## src/design/assert_macros.svh

```systemverilog
// ----------------------------------------------------------------------------
// assertion macros
// concurrent assertion helpers used by the translator rtl
// ----------------------------------------------------------------------------
`ifndef ASSERT_MACROS_SVH
`define ASSERT_MACROS_SVH

`ifndef NO_ASSERTIONS

// same-cycle implication
`define ASSERT_IMPLY(label, clk, rst, ante, cons) \
  label: assert property (@(posedge clk) disable iff (rst) (ante) |-> (cons)) \
    else $error("assertion failed");

// next-cycle implication
`define ASSERT_NEXT(label, clk, rst, ante, cons) \
  label: assert property (@(posedge clk) disable iff (rst) (ante) |=> (cons)) \
    else $error("assertion failed");

`else

`define ASSERT_IMPLY(label, clk, rst, ante, cons)
`define ASSERT_NEXT(label, clk, rst, ante, cons)

`endif

`endif

```

## src/design/tpt_pkg.sv

```systemverilog
// ----------------------------------------------------------------------------
// tpt_pkg
// shared types and constants of the tlb and page table translator
// ----------------------------------------------------------------------------
package tpt_pkg;

  localparam int VA_W    = 16;
  localparam int PA_W    = 15;
  localparam int STAMP_W = 32;

  typedef enum logic [3:0] {
    ST_IDLE,
    ST_TLB,
    ST_PT,
    ST_VICT,
    ST_SLOT,
    ST_FILL,
    ST_TOUCH,
    ST_DONE
  } state_t;

  // control of the shared victim search unit
  typedef struct packed {
    logic clr;
    logic step;
    logic first;
    logic empty;
  } trk_ctl_t;

  typedef struct packed {
    logic fill;
    logic touch;
  } frm_wr_t;

  typedef struct packed {
    logic fill;
    logic clr;
  } tlb_wr_t;

endpackage

```

## src/design/tpt_victim_track.sv

```systemverilog
// ----------------------------------------------------------------------------
// tpt_victim_track
// running first-free and minimum-stamp search, one entry per step
// ----------------------------------------------------------------------------
module tpt_victim_track #(
  parameter int IW = 8
) (
  input  logic                    clk,
  input  logic                    rst,
  input  tpt_pkg::trk_ctl_t       ctl,
  input  logic [IW-1:0]           idx,
  input  logic [tpt_pkg::STAMP_W-1:0] stamp,
  output logic                    found_free,
  output logic [IW-1:0]           pick
);
  import tpt_pkg::*;

  logic [IW-1:0]      free_idx;
  logic [IW-1:0]      best_idx;
  logic [STAMP_W-1:0] best_stamp;

  always_ff @(posedge clk) begin
    if (rst) begin
      found_free <= 1'b0;
    end else if (ctl.clr) begin
      found_free <= 1'b0;
    end else if (ctl.step && !found_free && ctl.empty) begin
      found_free <= 1'b1;
    end
  end

  // strict less-than keeps the lowest index on equal stamps
  always_ff @(posedge clk) begin
    if (ctl.step && !found_free) begin
      if (ctl.empty) begin
        free_idx <= idx;
      end
      if (ctl.first || (stamp < best_stamp)) begin
        best_idx   <= idx;
        best_stamp <= stamp;
      end
    end
  end

  assign pick = found_free ? free_idx : best_idx;

endmodule

```

## config.mk

```make
export PLATFORM = sky130hd
export DESIGN_NAME = tpt_victim_track
export DESIGN_NICKNAME = d
export VERILOG_FILES = /design/src/design/assert_macros.svh /design/src/design/tpt_pkg.sv /design/src/design/tpt_victim_track.sv
export SDC_FILE = /design/constraint.sdc
export NUM_CORES = 1
export LEC_CHECK = 0
export ABC_AREA = 1
export CAP_MARGIN = 20
export CORE_MARGIN = 2
export CORE_UTILIZATION = 55
export DETAILED_ROUTE_END_ITERATION = 12
export DONT_BUFFER_PORTS = 1
export PLACE_DENSITY = 0.7
export SYNTH_ARGS = -nofsm -noshare
export SYNTH_HDL_FRONTEND = slang
export SYNTH_SLANG_ARGS = --single-unit
```

## constraint.sdc

```tcl
create_clock -name clk -period 3.6 [get_ports clk]
set_clock_uncertainty 0.05 [all_clocks]
set_input_delay 0.72 -clock clk [delete_from_list [all_inputs] [get_ports clk]]
set_output_delay 0.72 -clock clk [all_outputs]
set_load 0.1 [all_outputs]
```

==> results of run 1 <==
[area by class of cell]
class	instances	share of cell area [%]
multi-input combinational	119	29.71
timing repair buffer	11	3.068
sequential	49	54.30
clock inverter	2	1.395
inverter	42	6.044
clock buffer	6	3.068
tap	52	2.417
[synthesized netlist by cell type]
cell	instances	area, sq um
nor2_1	7	26.28
inv_6	1	8.760
nor3_1	1	5.000
o21ai_0	2	10.01
ha_1	31	387.9
nand2_2	1	6.260
dfxtp_1	1	20.02
nand4_1	2	12.51
inv_2	2	7.510
a21oi_2	4	35.03
nand3_1	1	5.000
nand2_1	50	187.7
o211ai_1	1	7.510
nor2_2	1	6.260
inv_1	39	146.4
a21oi_1	13	65.06
edfxtp_1	48	1441
o21a_1	1	7.510
o21ai_1	2	10.01
nor3_2	2	20.02
buf_2	1	5.000
[metal layers]
layer / vias to the layer above / global-route usage [%] / wire, um
met5: - / 0 / 0
met3: 7 / 6.638 / 371
met2: 45 / 29.87 / 1861
met4: 0 / 7.479 / 57
li1: 739 / - / -
met1: 644 / 18.46 / 1519
[state kept, by name (all words and copies together), names as in the netlist]
signal / flops
best_idx: 8
best_stamp: 32
found_free: 1
free_idx: 8
[path summary, 6_finish.rpt]
kind / startpoint / end / cells after the start
max: found_free / pick[1] / 4
min: ctl[3] / found_free / 1
max reg2reg: best_stamp[5] / best_stamp[21] / 12
min reg2reg: found_free / found_free / 3
[power groups by stage]
stage               clock [W]  combinational (W)  sequential (W)
floorplan                   0           0.000158        0.000695
global placement            0           0.000195        0.000692
detailed placement          0           0.000204        0.000694
CTS                  0.000420           0.000205        0.000681
global route         0.000435           0.000228        0.000684
finish               0.000405           0.000201        0.000680
[through the flow]
step	instances	worst slack (ps)	hold WS [ps]	utilization, %	instance area, sq um
after floorplan	211	433.4	739.0	-	2421
after global placement	273	1188	739.5	59.88	2571
after detailed placement	273	1158	742.4	59.88	2571
after CTS	281	1346	414.2	62.67	2691
after global routing	281	1273	409.8	62.67	2691
final	281	1373	428.1	62.67	2691
[worst reg2reg max path, stage by stage (launching register included)]
cell	delay, ps
edfxtp_1	370
inv_1	70
ha_1	240
a21oi_2	120
nor2_1	50
nor3_2	90
nand2_1	70
nand2_1	60
nand2_1	50
nand2_1	60
nand2_1	80
a21oi_4	130
buf_4	300
[cell usage in the layout (no fill, tap or decap), drive strengths merged]
cell type / netlist / final
ha: 31 / 31
nand2: 51 / 51
inv: 42 / 42
dfxtp: 1 / 1
edfxtp: 48 / 48
o21ai: 4 / 4
clkbuf: 0 / 6
a21oi: 17 / 17
nor3: 3 / 3
nand4: 2 / 2
o21a: 1 / 1
o211ai: 1 / 1
clkinvlp: 0 / 1
bufinv: 0 / 1
nor2: 8 / 8
nand3: 1 / 1
buf: 1 / 11
[logic make-up (layout without fill, tap and decap cells)]
kind of cell    Yosys count  in the layout  share of synthesized area, %
buf+inv                  43             61                         6.925
compound gates           23             23                         5.581
fa+ha+maj                31             31                         16.02
flops                    49             49                         60.36
simple gates             65             65                         11.11
==> impl_metrics.toml, run 1 <==
[cells_and_area]
nFillCells = 349
drive_gt1_share_pct = 13.10
area_growth_pct = 11.16
multi_input_area_sq_um = 799.5
regArea_sq_mm = 0.001461
layout.nets = 305
antennaDiodeCount = 0

[synth]
synth_area_sq_mm = 0.002421
ys_types = 21
ys_seq_area_share_pct = 60.36
synth_nets = 288
ys_ff_latch = 49
netlist_instances = 211
synth_warnings = 0
synth_area_per_cell_sq_um = 11.47

[critical_path]
path_buf_inv = 2
startpoint_type = "flip-flop"
max_stage_delay_ps = 360
criticalPathCategory = "reg -> out"
critPathArrivalTime_ps = 1460
cp_top_family = "buffers and inverters"
required_ps = 2830
path_cells = "buf_4 -> nand2_1 -> nand2_1 -> buf_4"
critPathCaptureType = "output pin"
r2r_slack_ps = 1530
cp_max_fo = 11
cp_slowest_cell = "buf_4"

[pwr]
clockPowerShare_pct = 31.5
p_int_w = 0.0009566
p_sw_w = 0.0003306
p_total_w = 0.001287
ir_drop_v = 0.0002595
p_seq_share_pct = 52.9
combinationalPowerShare_pct = 15.6
p_per_area_mw_per_mm2 = 478.3
p_sw_share_pct = 25.68
p_leak_nw = 1.234

[drt]
drcViolationCount = 0
vias = 1435
postRouteAntennaNets = 0
avgRoutedWirePerCell_um = 13.56
drt-pass1-iter-count = 5
drtIter0Drc = 108
via_per_inst = 5.107
routed_wl_mm = 3.810

[clocking]
htreeDepth = 2
cts_hold_buf = 0
cts_tree = "done"
ctsLongestPathBuffers = 2
clkLatencyLatePin_ps = 300
clock_sinks = 49
post_cts_resized = 0
cts_buffers = 5
clockRootBuffer = "clkbuf_8"
clk_pin_slew_ps = 80
post_cts_buffers = 0

[floorplan]
start_util_pct = 56.38
die_h_um = 70.35
die_x_um = 70.35
num_rows = 24
die_area_sq_mm = 0.004948
coreArea_sq_mm = 0.004294
io_pins = 55

[sta]
rsz0062_at_grt = "false"
slew_violations = 0
fmax_mhz = 449.0
finalSetupViolations = 0
period_needed_ps = 2227
relSlewSlack_pct = 68.94
setup_tns_ps = 0
finalCritPeriodShare_pct = 61.87
hold_violations = 0
worst_pin_slew_ps = 465.3

[min_path]
holdCritPathClass = "in -> reg"

[run]
cap_violations = 0

[grt]
grt_overflow_total = 0
grt_pass1_vias = 1588
grt_pass1_wl_mm = 6.624
grt_start_max_net_pins = 23
grtUsageTotal_pct = 17.20
grt_antenna_before_repair = 0

[placement]
routabilityCongestion = 0.7887
dp_hpwl_mm = 2.988
portBuffers = 0

[run_status]
status = "finished clean"
No activity file was read; power rests on OpenSTA's default activity.
==> run 2: changes to the inputs <==
clock period = 2.3 ns   (was 3.6 ns; I/O delays follow)
==> run 2 against run 1 <==
Die area unchanged. Routed wire length up 9.6%. Worst hold slack lost 270 ps. Utilization up 5.0 points. Critical path depth up 6. Sequential cell count did not move. Largest power group unchanged. Via count increased by 1.5%. Sequential power is 57% higher. Power up 50%.
==> impl_metrics.toml, run 2 (synthesis results as in run 1) <==
[clocking]
cts_hold_buf = 0
ctsLongestPathBuffers = 2
htreeDepth = 2
post_cts_buffers = 0
clkLatencyLatePin_ps = 300
clk_pin_slew_ps = 90
clockRootBuffer = "clkbuf_8"
cts_tree = "done"
post_cts_resized = 0
clock_sinks = 49
cts_buffers = 5

[pwr]
p_per_area_mw_per_mm2 = 665.0
p_int_w = 0.001388
combinationalPowerShare_pct = 18.6
p_sw_w = 0.0005435
clockPowerShare_pct = 26.2
p_seq_share_pct = 55.3
p_sw_share_pct = 28.14
ir_drop_v = 0.0004734
p_leak_nw = 1.217

[floorplan]
io_pins = 55
num_rows = 24
die_area_sq_mm = 0.004948
die_h_um = 70.35
start_util_pct = 56.38
coreArea_sq_mm = 0.004294
die_x_um = 70.35

[cells_and_area]
largest_register_ffs = 32
nFillCells = 330
final_cell_mix = "nand2_1, edfxtp_1, inv_1, ha_4"
antennaDiodeCount = 0
layout.nets = 305
drive_gt1_share_pct = 21.83
final_area_sq_mm = 0.002904
reg_top3 = "best_stamp: 32 flops, best_idx: 8 flops, free_idx: 8 flops"
largest-register = "best_stamp"
fin_util_pct = 67.63
area_growth_pct = 19.95
regArea_sq_mm = 0.001463
final_common_cell = "nand2_1"
multi_input_area_sq_mm = 0.001027

[sta]
period_needed_ps = 2097
finalCritPeriodShare_pct = 91.15
relSlewSlack_pct = 70.45
finalSetupViolations = 0
setup_tns_ps = 0
fin_ws_ps = 203.5
whs_ps = 157.4
hold_violations = 0
rsz0062_at_grt = "false"
fmax_mhz = 477.0
slew_violations = 0
worst_pin_slew_ps = 442.7

[critical_path]
worstReg2RegStart = "best_stamp[9]"
crit_top_cell = "nand2_1"
max_stage_delay_ps = 370
criticalPathCategory = "reg -> reg"
required_ps = 2250
r2r_slack_ps = 200
startpoint_type = "flip-flop"
path_cells = "inv_1 -> ha_4 -> a21oi_1 -> o21ai_1 -> a21oi_2 -> nand2_1 -> nand2_1 -> nand2_2 -> a21oi_4 -> buf_4"
cp_max_fo = 16
ff2ff_path_depth = 10
critPathArrivalTime_ps = 2040
rr_endpoint = "best_stamp[18]"
critPathCaptureType = "flip-flop"
cp_slowest_cell = "edfxtp_1"

[placement]
post-place-ws_ps = 162.6
dp_hpwl_mm = 3.296
placed_area_sq_mm = 0.002813
portBuffers = 0
routabilityCongestion = 0.8348

[run]
cap_violations = 0

[drt]
postRouteAntennaNets = 0
avgRoutedWirePerCell_um = 14.86
drtIter0Drc = 60
drt-pass1-iter-count = 4
routed_wl_mm = 4.177
via_per_inst = 5.185
drcViolationCount = 0
vias = 1457

[grt]
grt_overflow_total = 0
grt_start_max_net_pins = 25
grt_pass1_vias = 1532
grt_pass1_wl_mm = 7.017
grtUsageTotal_pct = 18.64
grt_antenna_before_repair = 0

[min_path]
holdCritPathClass = "in -> reg"
min_to = "found_free"
hold_start = "ctl[3]"
min_path_cells = 1

[run_status]
status = "finished clean"
run 2: cell count changes in the layout (fill, tap and decap cells not counted), sizes merged:
cell,previous run,this run
clkbuf,6,5
bufinv,1,0
clkinvlp,1,3
run 2: worst max path at each step:
| stage | startpoint | end | slack, ps | cells after the start |
|---|---|---|---|---|
| floorplan | stamp[5] | best_idx[0] | -60 | 10 |
| global placement | stamp[5] | best_stamp[18] | 210 | 11 |
| detailed placement | stamp[5] | best_stamp[19] | 160 | 11 |
| CTS | best_stamp[9] | best_stamp[19] | 160 | 10 |
| global route | best_stamp[5] | best_stamp[18] | 9 | 12 |
| finish | best_stamp[9] | best_stamp[18] | 200 | 10 |
run 2: power groups by stage:
stage	registers, W	clock network, W	logic, W
after floorplan	0.00109	0	0.000278
after global placement	0.00109	0	0.000344
after detailed placement	0.00109	0	0.000362
after CTS	0.00107	0.000521	0.000364
after global routing	0.00107	0.000556	0.000399
final	0.00107	0.000505	0.000358
run 2: per-layer routing:
metal | track usage, % | routed length [um]
met1 | 22.09 | 1676
met2 | 31.55 | 2112
met3 | 6.782 | 329
met4 | 5.769 | 59
met5 | 0 | 0
run 2: metrics by stage:
stage                     std cells  total power (W)
final                           281         0.001931
after floorplan                 211         0.001366
after detailed placement        273         0.001451
after global placement          273         0.001430
after global routing            281         0.002029
after CTS                       281         0.001953
run 2: critical path, delay by kind of cell, from the launching register on:
family,cells,cell delay [ps]
AOI/OAI and AO/OA,4,550
adders and majority gates,1,210
buffers and inverters,2,380
DFF,1,370
and+or+nand+nor,3,230
run 2: layout make-up:
class / count / share of cell area (%)
flip-flops and latches: 49 / 50.37
multi-input cells: 119 / 35.37
inverters: 42 / 5.601
well taps: 52 / 2.240
clock buffers: 5 / 2.370
repair buffers: 11 / 3.274
clock inverters: 3 / 0.7755
